**src/design/atlc_pkg.sv**
```systemverilog
// Shared types and constants for the antenna tuner L/C search.
// No dependencies.
package atlc_pkg;

    localparam int IND_BITS_DEF = 7;
    localparam int CAP_BITS_DEF = 8;
    localparam logic [15:0] SWR_START = 16'd25574;
    localparam logic [15:0] SWR_SAT = 16'hFFFF;

    localparam logic [2:0] PH_IDLE = 3'd0;
    localparam logic [2:0] PH_COARSE_L = 3'd1;
    localparam logic [2:0] PH_COARSE_C = 3'd2;
    localparam logic [2:0] PH_FINE = 3'd3;
    localparam logic [2:0] PH_CHECK = 3'd4;
    localparam logic [2:0] PH_SIDE_C = 3'd5;

    localparam logic [2:0] REG_MAX_SWR = 3'd0;
    localparam logic [2:0] REG_IND_RISE = 3'd1;
    localparam logic [2:0] REG_CAP_RISE = 3'd2;
    localparam logic [2:0] REG_IND_STEP = 3'd3;
    localparam logic [2:0] REG_CAP_STEP = 3'd4;
    localparam logic [2:0] REG_FINE_ROUNDS = 3'd5;
    localparam logic [2:0] REG_SILENCE = 3'd6;

    // Classified sample from the front part: silence, saturation or a ratio to divide.
    typedef struct packed {
        logic        silent;
        logic        sat;
        logic [13:0] num;
        logic [12:0] den;
    } atlc_sample_t;

endpackage

```
**src/design/atlc_front.sv**
```systemverilog
// Front part: accepts power samples and classifies them for the SWR divider.
// Depends on atlc_pkg.
module atlc_front
    import atlc_pkg::*;
(
    input  logic         clk,
    input  logic         rst_n,
    input  logic         in_valid,
    output logic         in_ready,
    input  logic [11:0]  reflected_sum,
    input  logic [11:0]  forward_sum,
    input  logic [11:0]  silence_level,
    output logic         q_valid,
    input  logic         q_ready,
    output atlc_sample_t q_data
);
    // Two-entry queue toward the back part.
    atlc_sample_t mem_reg [2];
    logic         wp_reg, rp_reg;
    logic [1:0]   cnt_reg;
    atlc_sample_t cls;
    logic [12:0]  r, f;

    always_comb
    begin
        r = {1'b0, reflected_sum} + 13'd1;
        f = {1'b0, forward_sum} + 13'd1;
        cls.silent = (r < {1'b0, silence_level}) && (f < {1'b0, silence_level});
        cls.sat    = (f <= r);
        cls.num    = {1'b0, f} + {1'b0, r};
        cls.den    = f - r;
    end

    assign in_ready = (cnt_reg != 2'd2);
    assign q_valid  = (cnt_reg != 2'd0);
    assign q_data   = mem_reg[rp_reg];

    always_ff @(posedge clk)
    begin
        if (in_valid && in_ready)
        begin
            mem_reg[wp_reg] <= cls;
        end
    end

    always_ff @(posedge clk or negedge rst_n)
    begin
        if (!rst_n)
        begin
            wp_reg  <= 1'b0;
            rp_reg  <= 1'b0;
            cnt_reg <= 2'd0;
        end
        else
        begin
            if (in_valid && in_ready)
            begin
                wp_reg <= ~wp_reg;
            end
            if (q_valid && q_ready)
            begin
                rp_reg <= ~rp_reg;
            end
            cnt_reg <= cnt_reg + {1'b0, in_valid && in_ready} - {1'b0, q_valid && q_ready};
        end
    end
endmodule

```
**src/design/atlc_back.sv**
```systemverilog
// Back part: serial SWR divider and the L/C search sequencer with output register.
// Depends on atlc_pkg.
module atlc_back
    import atlc_pkg::*;
#(
    parameter int IND_BITS = IND_BITS_DEF,
    parameter int CAP_BITS = CAP_BITS_DEF
)
(
    input  logic                clk,
    input  logic                rst_n,
    input  logic                q_valid,
    output logic                q_ready,
    input  atlc_sample_t        q_data,
    input  logic [15:0]         max_swr,
    input  logic [15:0]         ind_rise_limit,
    input  logic [15:0]         cap_rise_limit,
    input  logic [6:0]          ind_sweep_step,
    input  logic [7:0]          cap_sweep_step,
    input  logic [4:0]          fine_rounds,
    output logic                out_valid,
    input  logic                out_ready,
    output logic [IND_BITS-1:0] o_ind,
    output logic [CAP_BITS-1:0] o_cap,
    output logic                o_side,
    output logic [15:0]         o_swr,
    output logic [2:0]          o_phase,
    output logic                o_tuned,
    output logic                o_done
);
    localparam int IW = IND_BITS + 2;   // signed room for code +/- offset
    localparam int CW = CAP_BITS + 2;
    localparam logic [2:0] ST_IDLE = 3'd0;
    localparam logic [2:0] ST_DIV  = 3'd1;
    localparam logic [2:0] ST_STEP = 3'd2;
    localparam logic [2:0] ST_SEEK = 3'd3;
    localparam logic [2:0] ST_CONT = 3'd4;
    localparam logic [2:0] ST_OUT  = 3'd5;

    logic [2:0]  st_reg, st_next;
    // Restoring divider: quotient of num*256/den, 22 bits, one bit per cycle.
    logic [21:0] quo_reg, quo_next;
    logic [12:0] rem_reg, rem_next;
    logic [12:0] den_reg, den_next;
    logic [4:0]  dcnt_reg, dcnt_next;
    logic [15:0] swr_reg, swr_next;

    logic [2:0]          phase_reg, phase_next;
    logic [IND_BITS-1:0] ind_reg, ind_next, bind_reg, bind_next, cind_reg, cind_next;
    logic [CAP_BITS-1:0] cap_reg, cap_next, bcap_reg, bcap_next, ccap_reg, ccap_next;
    logic                side_reg, side_next, tuned_reg, tuned_next, done_reg, done_next;
    logic [15:0]         best_reg, best_next;
    logic signed [2:0]   io_reg, io_next, co_reg, co_next;
    logic [1:0]          fss_reg, fss_next;
    logic [4:0]          rc_reg, rc_next;
    logic                ov_reg, ov_next;

    logic [13:0] trial;
    logic [7:0]  ist, cst;
    logic [IND_BITS:0] inx;
    logic [CAP_BITS:0] cnx;
    logic signed [3:0] s4, co_w, io_w;
    logic signed [IW-1:0] ni;
    logic signed [CW-1:0] nc;

    assign q_ready   = (st_reg == ST_IDLE) && !ov_reg;
    assign out_valid = ov_reg;
    assign o_ind = ind_reg;
    assign o_cap = cap_reg;
    assign o_side = side_reg;
    assign o_swr = swr_reg;
    assign o_phase = phase_reg;
    assign o_tuned = tuned_reg;
    assign o_done = done_reg;

    always_comb
    begin
        st_next = st_reg; quo_next = quo_reg; rem_next = rem_reg; den_next = den_reg;
        dcnt_next = dcnt_reg; swr_next = swr_reg;
        phase_next = phase_reg; ind_next = ind_reg; cap_next = cap_reg;
        bind_next = bind_reg; bcap_next = bcap_reg; cind_next = cind_reg;
        ccap_next = ccap_reg; side_next = side_reg; tuned_next = tuned_reg;
        done_next = done_reg; best_next = best_reg; io_next = io_reg; co_next = co_reg;
        fss_next = fss_reg; rc_next = rc_reg; ov_next = ov_reg;
        ist = (ind_sweep_step == 7'd0) ? 8'd1 : {1'b0, ind_sweep_step};
        cst = (cap_sweep_step == 8'd0) ? 8'd1 : cap_sweep_step;
        trial = {rem_reg, quo_reg[21]};
        inx = '0; cnx = '0;
        s4 = signed'({2'b00, fss_reg});
        co_w = 4'sd0; io_w = 4'sd0; ni = '0; nc = '0;
        if (out_ready)
        begin
            ov_next = 1'b0;
        end

        case (st_reg)
            ST_IDLE:
            begin
                if (q_valid && !ov_reg)
                begin
                    if (q_data.silent)
                    begin
                        swr_next = 16'd0; st_next = ST_STEP;
                    end
                    else if (q_data.sat)
                    begin
                        swr_next = SWR_SAT; st_next = ST_STEP;
                    end
                    else
                    begin
                        quo_next = {q_data.num, 8'd0};
                        rem_next = '0;
                        den_next = q_data.den;
                        dcnt_next = 5'd21;
                        st_next = ST_DIV;
                    end
                end
            end
            ST_DIV:
            begin
                // remainder stays below den, so 14-bit trial suffices
                if (trial >= {1'b0, den_reg})
                begin
                    rem_next = 13'(trial - {1'b0, den_reg});
                    quo_next = {quo_reg[20:0], 1'b1};
                end
                else
                begin
                    rem_next = trial[12:0];
                    quo_next = {quo_reg[20:0], 1'b0};
                end
                dcnt_next = dcnt_reg - 5'd1;
                if (dcnt_reg == 5'd0)
                begin
                    swr_next = (quo_next[21:16] != 6'd0) ? SWR_SAT : quo_next[15:0];
                    st_next = ST_STEP;
                end
            end
            ST_STEP:
            begin
                done_next = 1'b0;
                st_next = ST_OUT;
                case (phase_reg)
                    PH_COARSE_L:
                    begin
                        if (swr_reg == 16'd0)
                        begin
                            ind_next = bind_reg; phase_next = PH_COARSE_C;
                            st_next = ST_SEEK; dcnt_next = 5'd1;
                        end
                        else
                        begin
                            best_next = best_reg;
                            bind_next = bind_reg;
                            if (swr_reg < best_reg)
                            begin
                                best_next = swr_reg; bind_next = ind_reg;
                            end
                            if (16'(swr_reg - best_next) > ind_rise_limit)
                            begin
                                ind_next = bind_next; phase_next = PH_COARSE_C;
                                st_next = ST_SEEK; dcnt_next = 5'd1;
                            end
                            else
                            begin
                                inx = {1'b0, ind_reg} + (IND_BITS+1)'(ist);
                                if (ist >= 8'(1 << IND_BITS) && IND_BITS < 8)
                                    inx[IND_BITS] = 1'b1;
                                if (!inx[IND_BITS])
                                    ind_next = inx[IND_BITS-1:0];
                                else
                                begin
                                    ind_next = bind_next; phase_next = PH_COARSE_C;
                                    st_next = ST_SEEK; dcnt_next = 5'd1;
                                end
                            end
                        end
                    end
                    PH_COARSE_C, PH_SIDE_C:
                    begin
                        if (swr_reg == 16'd0)
                        begin
                            st_next = ST_SEEK; dcnt_next = 5'd2;
                        end
                        else
                        begin
                            best_next = best_reg; bcap_next = bcap_reg;
                            if (swr_reg < best_reg)
                            begin
                                best_next = swr_reg; bcap_next = cap_reg;
                            end
                            cnx = {1'b0, cap_reg} + (CAP_BITS+1)'(cst);
                            if ((cst >= 8'(1 << CAP_BITS) && CAP_BITS < 8) ||
                                16'(swr_reg - best_next) > cap_rise_limit || cnx[CAP_BITS])
                            begin
                                st_next = ST_SEEK; dcnt_next = 5'd2;
                            end
                            else
                                cap_next = cnx[CAP_BITS-1:0];
                        end
                    end
                    PH_FINE:
                    begin
                        if (swr_reg < max_swr)
                        begin
                            tuned_next = 1'b1; phase_next = PH_CHECK;
                        end
                        else
                        begin
                            if (swr_reg == 16'd0)
                            begin
                                io_next = 3'(io_reg + 3'(s4)); co_next = -3'(s4);
                            end
                            else
                            begin
                                if (swr_reg < best_reg)
                                begin
                                    best_next = swr_reg; bind_next = ind_reg;
                                    bcap_next = cap_reg;
                                end
                                co_next = 3'(co_reg + 3'(s4));
                            end
                            st_next = ST_SEEK; dcnt_next = 5'd3;
                        end
                    end
                    PH_CHECK:
                    begin
                        if (swr_reg > max_swr)
                        begin
                            side_next = 1'b1; phase_next = PH_SIDE_C;
                            best_next = SWR_START; bcap_next = cap_reg;
                            if (cst < 8'(1 << CAP_BITS) || CAP_BITS >= 8)
                                cap_next = CAP_BITS'(cst);
                            else
                            begin
                                st_next = ST_SEEK; dcnt_next = 5'd2;
                            end
                        end
                        else
                        begin
                            phase_next = PH_IDLE; done_next = 1'b1;
                        end
                    end
                    default:
                    begin
                        phase_next = PH_IDLE;
                        if (swr_reg > max_swr)
                        begin
                            tuned_next = 1'b0; side_next = 1'b0;
                            cap_next = '0; best_next = SWR_START; bind_next = '0;
                            if (ist < 8'(1 << IND_BITS) || IND_BITS >= 8)
                            begin
                                ind_next = IND_BITS'(ist); phase_next = PH_COARSE_L;
                            end
                            else
                            begin
                                ind_next = '0; phase_next = PH_COARSE_C;
                                st_next = ST_SEEK; dcnt_next = 5'd1;
                            end
                        end
                    end
                endcase
            end
            ST_SEEK:
            begin
                // dcnt: 1 = start cap sweep, 2 = end cap sweep, 3 = fine seek step
                case (dcnt_reg)
                    5'd1:
                    begin
                        best_next = SWR_START; bcap_next = cap_reg;
                        if (cst < 8'(1 << CAP_BITS) || CAP_BITS >= 8)
                        begin
                            cap_next = CAP_BITS'(cst); st_next = ST_OUT;
                        end
                        else
                            dcnt_next = 5'd2;
                    end
                    5'd2:
                    begin
                        cap_next = bcap_reg;
                        if (phase_reg == PH_COARSE_C)
                        begin
                            fss_next = 2'd3; rc_next = '0; st_next = ST_CONT;
                        end
                        else
                        begin
                            phase_next = PH_IDLE; done_next = 1'b1; st_next = ST_OUT;
                        end
                    end
                    default:
                    begin
                        // one candidate offset per cycle
                        co_w = 4'(co_reg); io_w = 4'(io_reg);
                        if (co_w >= 4'sd2)
                        begin
                            co_w = -s4; io_w = io_w + s4;
                        end
                        if (io_w >= 4'sd2)
                        begin
                            ind_next = bind_reg; cap_next = bcap_reg;
                            rc_next = rc_reg + 5'd1; st_next = ST_CONT;
                        end
                        else
                        begin
                            ni = signed'(IW'(cind_reg)) + IW'(io_w);
                            nc = signed'(CW'(ccap_reg)) + CW'(co_w);
                            if (ni >= 0 && ni < IW'(1 << IND_BITS) &&
                                nc >= 0 && nc < CW'(1 << CAP_BITS))
                            begin
                                ind_next = ni[IND_BITS-1:0]; cap_next = nc[CAP_BITS-1:0];
                                io_next = 3'(io_w); co_next = 3'(co_w);
                                st_next = ST_OUT;
                            end
                            else
                            begin
                                io_next = 3'(io_w); co_next = 3'(co_w + s4);
                            end
                        end
                    end
                endcase
            end
            ST_CONT:
            begin
                if (fss_reg == 2'd0)
                begin
                    phase_next = PH_CHECK; st_next = ST_OUT;
                end
                else if (rc_reg < fine_rounds)
                begin
                    cind_next = ind_reg; ccap_next = cap_reg;
                    best_next = SWR_START; bind_next = ind_reg; bcap_next = cap_reg;
                    phase_next = PH_FINE;
                    io_next = -3'(s4); co_next = -3'(s4);
                    st_next = ST_SEEK; dcnt_next = 5'd3;
                end
                else
                begin
                    fss_next = fss_reg - 2'd1; rc_next = '0;
                end
            end
            ST_OUT:
            begin
                ov_next = 1'b1; st_next = ST_IDLE;
            end
            default:
            begin
                st_next = ST_IDLE;
            end
        endcase
    end

    always_ff @(posedge clk)
    begin
        quo_reg <= quo_next; rem_reg <= rem_next; den_reg <= den_next;
        swr_reg <= swr_next;
    end

    always_ff @(posedge clk or negedge rst_n)
    begin
        if (!rst_n)
        begin
            st_reg <= ST_IDLE; dcnt_reg <= '0; phase_reg <= PH_IDLE;
            ind_reg <= '0; cap_reg <= '0; bind_reg <= '0; bcap_reg <= '0;
            cind_reg <= '0; ccap_reg <= '0; side_reg <= 1'b0; tuned_reg <= 1'b0;
            done_reg <= 1'b0; best_reg <= '0; io_reg <= '0; co_reg <= '0;
            fss_reg <= 2'd3; rc_reg <= '0; ov_reg <= 1'b0;
        end
        else
        begin
            st_reg <= st_next; dcnt_reg <= dcnt_next; phase_reg <= phase_next;
            ind_reg <= ind_next; cap_reg <= cap_next; bind_reg <= bind_next;
            bcap_reg <= bcap_next; cind_reg <= cind_next; ccap_reg <= ccap_next;
            side_reg <= side_next; tuned_reg <= tuned_next; done_reg <= done_next;
            best_reg <= best_next; io_reg <= io_next; co_reg <= co_next;
            fss_reg <= fss_next; rc_reg <= rc_next; ov_reg <= ov_next;
        end
    end
endmodule

```
**src/design/antenna_tuner_lc_search.sv**
```systemverilog
// Top level of the antenna tuner L/C search: config registers, front and back parts.
// Depends on atlc_pkg, atlc_front, atlc_back.
//
// channel   | dir | beat contents (low bit first)
// s_axis    | in  | reflected_sum[11:0], forward_sum[11:0]
// m_axis    | out | ind_code, cap_code, cap_antenna_side, swr_value, search_phase,
//           |     | is_tuned, search_done
// cfg       | in  | cfg_we, cfg_index, cfg_wdata
//
// A divided beat goes from accept to accept through divider load, the divider iterations,
// one search step, output load and the output handshake. Silence and saturation
// skip the divider. Sweep ends and fine moves add seek steps, skipped out-of-range
// neighbor steps and round bookkeeping steps.
// A two-entry queue decouples the input; a stalled result holds the back part.
// Reset returns the search state to idle and loads register defaults; the divider and SWR registers are not reset.
module antenna_tuner_lc_search
    import atlc_pkg::*;
#(
    parameter int IND_BITS = IND_BITS_DEF,
    parameter int CAP_BITS = CAP_BITS_DEF
)
(
    input  logic        clk,
    input  logic        rst_n,
    input  logic        s_axis_tvalid,
    output logic        s_axis_tready,
    input  logic [23:0] s_axis_tdata,   // reflected_sum[11:0], forward_sum[23:12]
    output logic        m_axis_tvalid,
    input  logic        m_axis_tready,
    // ind_code, cap_code, cap_antenna_side, swr_value, search_phase, is_tuned, search_done
    output logic [((IND_BITS+CAP_BITS+22+7)/8)*8-1:0] m_axis_tdata,
    input  logic        cfg_we,
    input  logic [2:0]  cfg_index,
    input  logic [15:0] cfg_wdata
);
    localparam int OW = IND_BITS + CAP_BITS + 22;
    localparam int OB = ((OW + 7) / 8) * 8;

    logic [15:0] max_swr_reg, ind_rise_reg, cap_rise_reg;
    logic [6:0]  ind_step_reg;
    logic [7:0]  cap_step_reg;
    logic [4:0]  rounds_reg;
    logic [11:0] silence_reg;

    always_ff @(posedge clk or negedge rst_n)
    begin
        if (!rst_n)
        begin
            max_swr_reg <= 16'd2893; ind_rise_reg <= 16'd2048; cap_rise_reg <= 16'd1024;
            ind_step_reg <= 7'd3; cap_step_reg <= 8'd3; rounds_reg <= 5'd16;
            silence_reg <= 12'd100;
        end
        else if (cfg_we)
        begin
            case (cfg_index)
                REG_MAX_SWR:     max_swr_reg  <= cfg_wdata;
                REG_IND_RISE:    ind_rise_reg <= cfg_wdata;
                REG_CAP_RISE:    cap_rise_reg <= cfg_wdata;
                REG_IND_STEP:    ind_step_reg <= cfg_wdata[6:0];
                REG_CAP_STEP:    cap_step_reg <= cfg_wdata[7:0];
                REG_FINE_ROUNDS: rounds_reg   <= cfg_wdata[4:0];
                REG_SILENCE:     silence_reg  <= cfg_wdata[11:0];
                default: ;
            endcase
        end
    end

    logic         q_valid, q_ready;
    atlc_sample_t q_data;
    logic [IND_BITS-1:0] o_ind;
    logic [CAP_BITS-1:0] o_cap;
    logic        o_side, o_tuned, o_done;
    logic [15:0] o_swr;
    logic [2:0]  o_phase;

    atlc_front u_front (
        .clk(clk), .rst_n(rst_n),
        .in_valid(s_axis_tvalid), .in_ready(s_axis_tready),
        .reflected_sum(s_axis_tdata[11:0]), .forward_sum(s_axis_tdata[23:12]),
        .silence_level(silence_reg),
        .q_valid(q_valid), .q_ready(q_ready), .q_data(q_data)
    );

    atlc_back #(.IND_BITS(IND_BITS), .CAP_BITS(CAP_BITS)) u_back (
        .clk(clk), .rst_n(rst_n),
        .q_valid(q_valid), .q_ready(q_ready), .q_data(q_data),
        .max_swr(max_swr_reg), .ind_rise_limit(ind_rise_reg),
        .cap_rise_limit(cap_rise_reg), .ind_sweep_step(ind_step_reg),
        .cap_sweep_step(cap_step_reg), .fine_rounds(rounds_reg),
        .out_valid(m_axis_tvalid), .out_ready(m_axis_tready),
        .o_ind(o_ind), .o_cap(o_cap), .o_side(o_side), .o_swr(o_swr),
        .o_phase(o_phase), .o_tuned(o_tuned), .o_done(o_done)
    );

    assign m_axis_tdata = OB'({o_done, o_tuned, o_phase, o_swr, o_side, o_cap, o_ind});

    // a result never shows a phase code beyond side C
    assert property (@(posedge clk) disable iff (!rst_n)
        m_axis_tvalid |-> (o_phase <= PH_SIDE_C)) else $error("bad phase");
    // done only goes with idle
    assert property (@(posedge clk) disable iff (!rst_n)
        (m_axis_tvalid && o_done) |-> (o_phase == PH_IDLE)) else $error("done not idle");
    // stalled result holds
    assert property (@(posedge clk) disable iff (!rst_n)
        (m_axis_tvalid && !m_axis_tready) |=> $stable(m_axis_tdata)) else $error("unstable");
endmodule
```
**config.mk**
```make
export PLATFORM = sky130hd
export DESIGN_NAME = antenna_tuner_lc_search
export DESIGN_NICKNAME = d
export VERILOG_FILES = /design/src/design/atlc_pkg.sv /design/src/design/atlc_front.sv /design/src/design/atlc_back.sv /design/src/design/antenna_tuner_lc_search.sv
export SDC_FILE = /design/constraint.sdc
export NUM_CORES = 1
export LEC_CHECK = 0
export BUFFER_PORTS_ARGS = -buffer_cell sky130_fd_sc_hd__buf_2
export CORE_AREA = 2 2 331 202
export CTS_BUF_LIST = sky130_fd_sc_hd__clkbuf_4 sky130_fd_sc_hd__clkbuf_8
export DETAILED_ROUTE_END_ITERATION = 8
export DIE_AREA = 0 0 333 204
export SLEW_MARGIN = 20
export SYNTH_ARGS = -nofsm -noshare
export SYNTH_HDL_FRONTEND = slang
export SYNTH_SLANG_ARGS = --single-unit
```
**constraint.sdc**
```tcl
create_clock -name clk -period 6.3 [get_ports clk]
set_clock_uncertainty 0.1 [all_clocks]
set_input_delay 0.63 -clock clk [delete_from_list [all_inputs] [get_ports clk]]
set_output_delay 0.63 -clock clk [all_outputs]
set_load 0.05 [all_outputs]
```
* After elaboration in Yosys (flattened, before gate mapping) *
Memories as Yosys holds them, arrays and structs flattened.
Cells that the tools add are included.

storage, ports and cells
  register bits after elaboration = 237
  RAM bits = 58
  input port bits = 48
  output and inout bits = 42
  word-level logic and storage cells = 371
  memories kept = 1

cells by class
  $add $sub $neg = 22
  order comparisons = 18
  equal/unequal tests = 63
  multiplexer cells = 168
  bitwise operators = 7
  reduce and logical (&&, ||, !) cells = 60

memory list
  name             words  bits a word  read ports  clocked after Yosys merged registers in  write ports  RTL line          RTL
  u_front.mem_reg  2      29           1           0                                        1            atlc_front.sv:18  atlc_sample_t mem_reg [2];

operator list
  kind                                                             count
  16-bit 2-to-1 mux                                                18
  8-bit 2-to-1 mux                                                 14
  3-bit 2-to-1 mux                                                 37
  7-bit 2-to-1 mux                                                 15
  16-bit case mux with 3 select lines                              2
  22-bit 2-to-1 mux                                                4
  5-bit 2-to-1 mux                                                 17
  8-bit case mux with 3 select lines                               3
  13-bit 2-to-1 mux                                                4
  16-bit > comparator                                              3
  22-bit case mux with 2 select lines                              1
  7-bit case mux with 2 select lines                               3
  5-bit case mux with 4 select lines                               2
  16-bit < comparator                                              2
  2-bit != test, second input constant                             16
  16-bit case mux with 2 select lines                              1
  8-bit case mux with 2 select lines                               2
  16-bit subtractor                                                2
  7-bit AND reduction                                              4
  3-bit case mux with 3 select lines                               3
  12-bit by 1-bit adder with 13-bit output, second input constant  2
  13-bit by 12-bit < comparator with 1-bit output                  2
  13-bit case mux with 2 select lines                              1
  13-bit subtractor                                                2
  other kinds (74)                                                 178

* Longest topological paths before layout *
Gate-level depths: netlist of run 1.

  word-level depth = 16
  gate-level depth with buffers = 30

* Cells and area by module *
Synthesis of run 1 repeated with hierarchy kept, for this count alone.

unflattened totals
  cell total of the unflattened synthesis = 1934
  area total of the unflattened synthesis = 19741.4 µm²

by module, submodules not included
  module                   instances  cells an instance  area each (µm²)  seq. area each (µm²)
  atlc_back                1          1356               12135.4          4151.5
  atlc_front               1          397                4369.2           1781.7
  antenna_tuner_lc_search  1          181                3236.9           2023.2

* Least setup slack after synthesis of run 1 *
Ideal clock, no wire load.

  path kind = reg2reg
  start point = register u_back.swr_reg[6] (netlist: u_back.o_swr[6])
  end point = register u_back.dcnt_reg[1]
  setup time = 0.125 ns
  arrival time = 6.906 ns
  slack = -0.831 ns
  stages on the path, launching flop included = 26
  period minus slack after synthesis = 7.131 ns
  cells stage by stage = edfxtp_1 ha_1 a21o_1 a221oi_1 o21ai_2 a211oi_4 clkbuf_1 mux2_2 ha_1 maj3_1 maj3_1 nor2b_1 mux2i_1 o211ai_1 a21oi_1 o21a_1 o311a_1 ha_1 nand3_1 or3_1 nor2_1 nand2_1 a211oi_1 a311oi_1 o21ai_1 mux2_2

between the ends
  cells in the longest elaborated chain, start to end = 11
  elaborated cells between the ends (all ways) = 25

RTL lines
  element                             RTL line                            RTL
  from (decl)                         atlc_back.sv:46                     logic [15:0] swr_reg, swr_next;
  from (signal assigned)              atlc_back.sv:355                    swr_reg <= swr_next;
  16-bit < comparator                 atlc_back.sv:155, atlc_back.sv:188
  16-bit 2-to-1 mux (2 in series)     -
  16-bit 2-to-1 mux                   atlc_back.sv:143                    case (phase_reg)
  16-bit 2-to-1 mux                   atlc_back.sv:96                     case (st_reg)
  16-bit subtractor                   atlc_back.sv:159                    if (16'(swr_reg - best_next) > ind_rise_limit)
  16-bit > comparator                 atlc_back.sv:159
  5-bit 2-to-1 mux                    atlc_back.sv:159
  5-bit 2-to-1 mux                    atlc_back.sv:146                    if (swr_reg == 16'd0)
  5-bit case mux with 4 select lines  atlc_back.sv:143
  5-bit case mux with 4 select lines  atlc_back.sv:96
  to (signal assigned)                atlc_back.sv:370                    st_reg <= st_next; dcnt_reg <= dcnt_next; phase_reg <= phase_next;
  to (decl)                           atlc_back.sv:45                     logic [4:0] dcnt_reg, dcnt_next;

Several ways; a longest one is shown, not always the timed one. The select of a mux whose other input is x is not followed.
A chain may end at the register's enable or synchronous reset.

* Worst setup path in the final report of run 1 *
  start point = register u_back.swr_reg[6] (netlist: u_back.o_swr[6])
  end point = register u_back.cap_reg[0] (netlist: u_back.o_cap[0])

between the ends
  cells in the longest elaborated chain, start to end = 10
  elaborated cells between the ends (all ways) = 15

RTL lines
  element                            RTL line          RTL
  16-bit < comparator                atlc_back.sv:188  if (swr_reg < best_reg)
  16-bit 2-to-1 mux (2 in series)    -
  16-bit 2-to-1 mux                  atlc_back.sv:143
  16-bit 2-to-1 mux                  atlc_back.sv:96
  16-bit subtractor                  atlc_back.sv:194  16'(swr_reg - best_next) > cap_rise_limit || cnx[CAP_BITS])
  16-bit > comparator                atlc_back.sv:194
  1-bit logical OR                   atlc_back.sv:194
  3-bit != test (no line)            -
  7-bit AND reduction (no line) (*)  -
  to (signal assigned)               atlc_back.sv:371  ind_reg <= ind_next; cap_reg <= cap_next; bind_reg <= bind_next;
  to (decl)                          atlc_back.sv:50   logic [CAP_BITS-1:0] cap_reg, cap_next, bcap_reg, bcap_next, ccap_reg, ccap_next;

Every way passes the cells marked *; elsewhere a longest branch is shown, timed or not. The select of a mux whose other input is x is not followed.

==> impl_metrics.csv, run 1 <==
group,metric,value,unit
global_routing,grt_start_max_net_pins,137,
setup_path,reg2reg_to,"u_back.o_cap[0]",
die,die-area,0.0679,mm2
clock_network,cts_tree,"yes",
clock_network,cts_made_buffers,48,
die,floorplan.rows,73,
setup_path,cp-end-kind,"flop",
place,place.gp.congestion,0.893,
yosys,ys_seq_area_share,41.2,%
clock_network,path_clk_slew,70,ps
place,placed_area,0.0213,mm2
yosys,synth_flop_cell,"dfrtp_1",
yosys,ys_types,84,
hold_path,min_to,"cap_rise_reg[12]",
job,cap_violations,0,
timing,hold_violations,0,
clock_network,clk_latency,620,ps
route,ant_nets,0,
setup_path,critPathMaxFanout,8,
setup_path,r2r_setup_slack,-190,ps
place,post-place-cells,2909,
yosys,synthArstFlopShare,59.0,%
yosys,synth_area_leader_cell,"dfrtp_1",
hold_path,min_path_cells,3,
route,wl_per_cell,18.6,um
place,portBuffers,86,
place,pre_cts_ws,-276,ps
route,num_vias,15400,
timing,fin_ws,-195,ps
setup_path,startpoint_type,"flop",
yosys,synth_top_area_share,19.9,%
finish,fin_cells,3011,
hold_path,hp-start,"cfg_wdata[12]",
clock_network,h-tree-depth,2,
timing,slew_headroom,21.2,%
finish,layout-drive-gt1-share,20.3,%
timing,rsz0062_at_grt,"true",
yosys,yosys.cell_count.top_type,"nand2_1",
global_routing,grt_use_total,16.3,%
die,fp.dieH,204,um
yosys,synth_area_leaders,"dfrtp_1 20%, edfxtp_1 19%, ha_1 12%",
setup_path,cp.arrival,6890,ps
hold_path,min_path_type,"in -> reg",
yosys,netlist_instances,1954,
timing,drv_slew,0,
global_routing,gr-total-overflow,0,
yosys,synth.avg_cell_area,9.89,um2
clock_network,cts_num_sinks,293,
place,dpl.hpwl,42800,um
global_routing,grt_pass1_vias,15200,
finish,largest_register_ffs,56,
die,ioPinCount,90,
status,status,"finished with violations",
timing,worstMarginPinSlew,1170,ps
setup_path,r2r_cells,26,
timing,min_period_over_period,103,%
yosys,netlist_top_cells_count,"193 x nand2_1, 186 x ha_1, 177 x inv_1, 154 x dfrtp_1, 131 x o21ai_0",
setup_path,cp.required,6690,ps
route,drt_iter0_drc,1573,
global_routing,grt_first_pass_wirelength,87600,um
route,drt_pre_antenna_iters,6,
setup_path,r2r_start,"u_back.o_swr[6]",
finish,fin_nets,2352,
route,viasPerCell,5.11,
setup_path,crit_type,"reg -> reg",
die,core,0.0652,mm2
yosys,synth-edff-count,120,
finish,area_growth,17.6,%
route,drc,0,
route,wl,56100,um
timing,setup_violations,17,
yosys,yosysWarnings,0,
timing,fin_crit,6490,ps
finish,final_core_utilization,34.8,%
status,violations,"setup timing",
clock_network,clockBufferDepth,3,
yosys,ys_seq_elements,293,
finish,stdcell_area,0.0227,mm2
clock_network,cts_root_buf,"clkbuf_8",
yosys,synth_area,0.0193,mm2
global_routing,grt_antenna_before_repair,7,
die,die_w,333,um
timing,max_freq,0.154,GHz
die,start_util,29.6,%
-- how the worst max path moves through the flow --
stage / startpoint / end / slack [ps] / cells past startpoint
after detailed placement: u_back.o_swr[14] / u_back.o_cap[1] / -280 / 27
after global placement: u_back.best_reg[6] / u_back.o_cap[1] / -210 / 28
after floorplan: u_back.o_swr[6] / u_back.o_cap[1] / -360 / 25
after global routing: u_back.o_swr[2] / u_back.o_cap[0] / -460 / 26
after CTS: u_back.o_swr[6] / u_back.o_cap[1] / -160 / 26
final: u_back.o_swr[6] / u_back.o_cap[0] / -190 / 26
-- area by class of cell --
cell class                      instances  area [um2]
Clock buffer                           73         911
Fill cell                            6614       42500
Tap cell                              862        1080
Timing Repair Buffer                  180        1210
Antenna cell                            3        7.51
Clock inverter                         15         101
Sequential cell                       293        7960
Multi-Input combinational cell       1408       10800
Inverter                              177         664
-- worst max-delay path: stages, from the launching register on --
cell      delay (ps)
edfxtp_1         440
ha_4             240
a21o_1           160
a221oi_2         260
o21ai_2          120
a211oi_4         340
mux2_4           360
ha_4             170
maj3_2           290
maj3_2           310
nor2b_1          110
mux2i_1          100
o211ai_1         280
a41oi_2          230
a21oi_2          270
xor2_2           190
ha_1             270
and3_4           160
a221o_1          370
a221oi_2         270
buf_4            150
o211ai_1         130
a31oi_4          270
nor2_4            60
a211oi_4         260
buf_12           180
mux2_4           300
-- metrics by stage --
step / setup TNS, ps / hold slack, ps
2_1_floorplan: -4990 / 234
5_1_grt: -8470 / 150
3_5_place_dp: -3170 / 395
3_3_place_gp: -1710 / 386
4_1_cts: -1310 / 122
6_report: -2160 / 160
-- layer usage --
metal  vias up  routed length [um]  GRT usage, %
met4         0                 662          3.04
met1      7462               29200          26.5
li1       7338                   -             -
met2       518               21300          21.7
met5         -                   0             0
met3        57                4810          3.33
-- cell families (layout without fill, tap and decap cells) --
group                      after synthesis  after routing  synth area share (%)
muxes                                  129            129                  7.24
DFF                                    293            293                  41.2
and+or+nand+nor                        505            505                  12.4
AOI/OAI and AO/OA                      485            485                  16.9
buffers and inverters                  255            445                  5.09
adders and majority gates              198            198                  13.2
xor gates and xnor gates                88             88                  3.99
other                                    1              6                0.0194
-- layout by cell type, fill, tap and decap left out, types with 12 or more instances in the layout --
master	synthesis	final
dfrtp_1	154	154
nand4_1	14	14
a21o_1	41	41
nand3_1	33	32
xnor2_1	62	61
o21ai_0	131	128
and3_1	21	19
nor4_1	13	13
nor3_1	37	36
nand2_1	193	192
o31ai_1	16	15
edfxtp_1	120	120
a21oi_1	104	100
mux2_2	87	77
dfstp_2	19	19
o21a_1	28	28
o211ai_1	12	12
clkbuf_4	0	15
nor2b_1	28	27
buf_2	4	85
inv_1	177	175
buf_4	6	84
ha_1	186	180
mux2i_1	42	41
clkbuf_8	0	58
xor2_1	26	25
nor2_1	97	93
o21bai_1	16	16
nand2b_1	23	23
-- repair_timing --
action                                  in CTS  in global routing
buffers inserted                             7                  6
hold endpoints to repair                    32                  0
resized for setup                           24                 23
endpoints found under the setup margin      22                 25
hold buffers                                 1                  0
pin swaps                                   20                 16
Power of run 1 is not shown: default switching activity piles up to over one toggle a cycle in this logic, so the estimate is an artifact.
==> run 2, diff against run 1 <==
--- a/config.mk
+++ b/config.mk
@@ -10,6 +10,7 @@
 export CTS_BUF_LIST = sky130_fd_sc_hd__clkbuf_4 sky130_fd_sc_hd__clkbuf_8
 export DETAILED_ROUTE_END_ITERATION = 8
 export DIE_AREA = 0 0 333 204
+export SKIP_CTS_REPAIR_TIMING = 1
 export SLEW_MARGIN = 20
 export SYNTH_ARGS = -nofsm -noshare
 export SYNTH_HDL_FRONTEND = slang
==> constraint.sdc (replaced) <==
create_clock -name clk -period 8 [get_ports clk]
set_clock_uncertainty 0.1 [all_clocks]
set_input_delay 0.8 -clock clk [delete_from_list [all_inputs] [get_ports clk]]
set_output_delay 0.8 -clock clk [all_outputs]
set_load 0.05 [all_outputs]
==> run 2 against run 1 <==
Compared with the run above: register-to-register slack gained 630 ps; sequential share of layout area grew 1.4 points; design area shrank 4.0%; largest cell class unchanged; non-clock buffer count shrank 72; critical endpoint is now u_back.dcnt_reg[1]; worst setup slack gained 630 ps; the flow now finishes without violations; count of clock-buffer cells in the layout grew 8; maximum frequency shrank 14%; first-iteration DRC count shrank 14%; flip-flop and latch count is the same; critical path type unchanged; via count shrank 0.97%.
==> impl_metrics.csv, run 2 (synthesis gave the netlist of run 1 again) <==
group,metric,value,unit
pwr,power_density,487,mW/mm2
setup_path,path_cells,"ha_1, a21o_1, a221oi_1, o21ai_2, a211oi_4, buf_4, mux2i_1, ha_1, inv_1, a2111oi_0, nor3_1, o211ai_1, a41oi_1, a21oi_1, xor2_1, ha_1, and3_1, a221o_1, a221oi_2, o211ai_1, a31oi_1, a311oi_1, o21ai_1, mux2_2",
route,wl_per_cell,18.8,um
setup_path,reg2reg_to,"u_back.dcnt_reg[1]",
place,portBuffers,86,
finish,layout-drive-gt1-share,16.1,%
global_routing,grt_pass1_vias,14800,
clock_network,cts_made_buffers,47,
clock_network,cts_root_buf,"clkbuf_8",
die,start_util,29.6,%
clock_network,cts_tree,"yes",
place,place.gp.congestion,0.901,
setup_path,cpMostUsedCell,"ha_1",
timing,min_period_over_period,94.5,%
route,ant_nets,0,
route,num_vias,15200,
pwr,p_leak,0.00956,uW
timing,setup_violations,0,
finish,layout_common_cells,"193 x nand2_1, 186 x ha_1, 177 x inv_1",
route,drc,0,
route,drt_pre_antenna_iters,5,
global_routing,grt_use_total,16.1,%
finish,largest_register_ffs,56,
timing,rsz0062_at_grt,"false",
die,die-area,0.0679,mm2
finish,final_common_cell,"nand2_1",
job,cap_violations,0,
die,die_w,333,um
setup_path,cp-end-kind,"flop",
clock_network,cts_num_sinks,293,
global_routing,grt_first_pass_wirelength,86500,um
finish,area_growth,12.9,%
clock_network,clk_latency,630,ps
timing,drv_slew,0,
setup_path,critPathMaxStageDelay,500,ps
setup_path,cp.required,8400,ps
timing,fin_crit,7560,ps
clock_network,path_clk_slew,60,ps
status,status,"finished clean",
die,floorplan.rows,73,
die,core,0.0652,mm2
die,ioPinCount,90,
setup_path,startpoint_type,"flop",
finish,diodes,0,
setup_path,r2r_setup_slack,440,ps
setup_path,critPathMaxFanout,35,
setup_path,crit_family,"compound AO/OA/AOI/OAI gates",
timing,tns,0,ps
setup_path,r2r_start,"u_back.o_swr[6]",
global_routing,grt_start_max_net_pins,67,
finish,fin_nets,2279,
timing,max_freq,0.132,GHz
route,drt_iter0_drc,1353,
timing,hold_violations,0,
die,fp.dieH,204,um
place,dpl.hpwl,42900,um
finish,fin_cells,2935,
setup_path,cp.arrival,7960,ps
route,wl,55100,um
place,post-place-cells,2847,
global_routing,grt_antenna_before_repair,3,
route,viasPerCell,5.19,
global_routing,gr-total-overflow,0,
setup_path,cp_num_buf_inv,2,
setup_path,r2r_cells,24,
setup_path,slowest_stage,"a221oi_2",
hold_path,min_path_type,"in -> async",
setup_path,crit_type,"reg -> reg",
timing,slew_headroom,23.1,%
clock_network,h-tree-depth,2,
pwr,ir_drop,248,uV
clock_network,clockBufferDepth,3,
timing,worstMarginPinSlew,1140,ps
[run 2: worst max path at each step]
| stage | start | to | cells past startpoint |
|---|---|---|---|
| after floorplan | u_back.o_swr[6] | u_back.dcnt_reg[1] | 25 |
| after global placement | u_back.o_swr[6] | u_back.o_cap[2] | 24 |
| after detailed placement | u_back.o_swr[6] | u_back.o_cap[3] | 24 |
| after CTS | u_back.o_swr[6] | u_back.o_cap[3] | 24 |
| after global routing | u_back.o_swr[6] | u_back.dcnt_reg[1] | 24 |
| final | u_back.o_swr[6] | u_back.dcnt_reg[1] | 24 |
[run 2: report_power, final]
part / leakage (uW) / internal, uW / switching, uW
Combinational: 0.00580 / 2560 / 3990
Sequential: 0.00320 / 2230 / 421
Clock: 0.000555 / 788 / 640
[run 2: cell type report]
class                   instances  area [um2]
flip-flops and latches        293        7960
clock buffers                  81         958
repair buffers                108         634
well taps                     862        1080
inverters                     177         664
multi-input cells            1408       10500
clock inverters                 6        70.1
fillers                      6667       43400
[run 2: worst reg2reg max path, delay by kind of cell (launching register included)]
kind | cells | cell delay, ps
simple gates | 2 | 410
fa+ha+maj | 3 | 870
buf+inv | 2 | 530
compound gates | 14 | 4120
xor+xnor | 1 | 250
mux | 2 | 710
flops | 1 | 490
[run 2: metal layers]
metal  track usage, %  wire length, um  share of wire [%]
met1             26.0            29200                 53
met2             21.5            20900                 38
met3             3.64             4340                7.9
met4             2.76              650                1.2
met5                0                0                  0
[run 2: metrics by stage]
step / utilization (%) / hold WS [ps] / worst slack, ps / area [um2] / total power, uW
finish: 33.5 / 0.410 / 437 / 21800 / 10600
global route: 33.5 / 11.4 / 108 / 21800 / 11500
CTS: 33.4 / -22.8 / 194 / 21800 / 10500
detailed placement: 31.8 / 387 / 213 / 20700 / 9050
floorplan: - / 356 / 869 / 19300 / 7260
global placement: 31.8 / 385 / 432 / 20700 / 8840
Note: power is estimated with default switching activity, not from simulation.
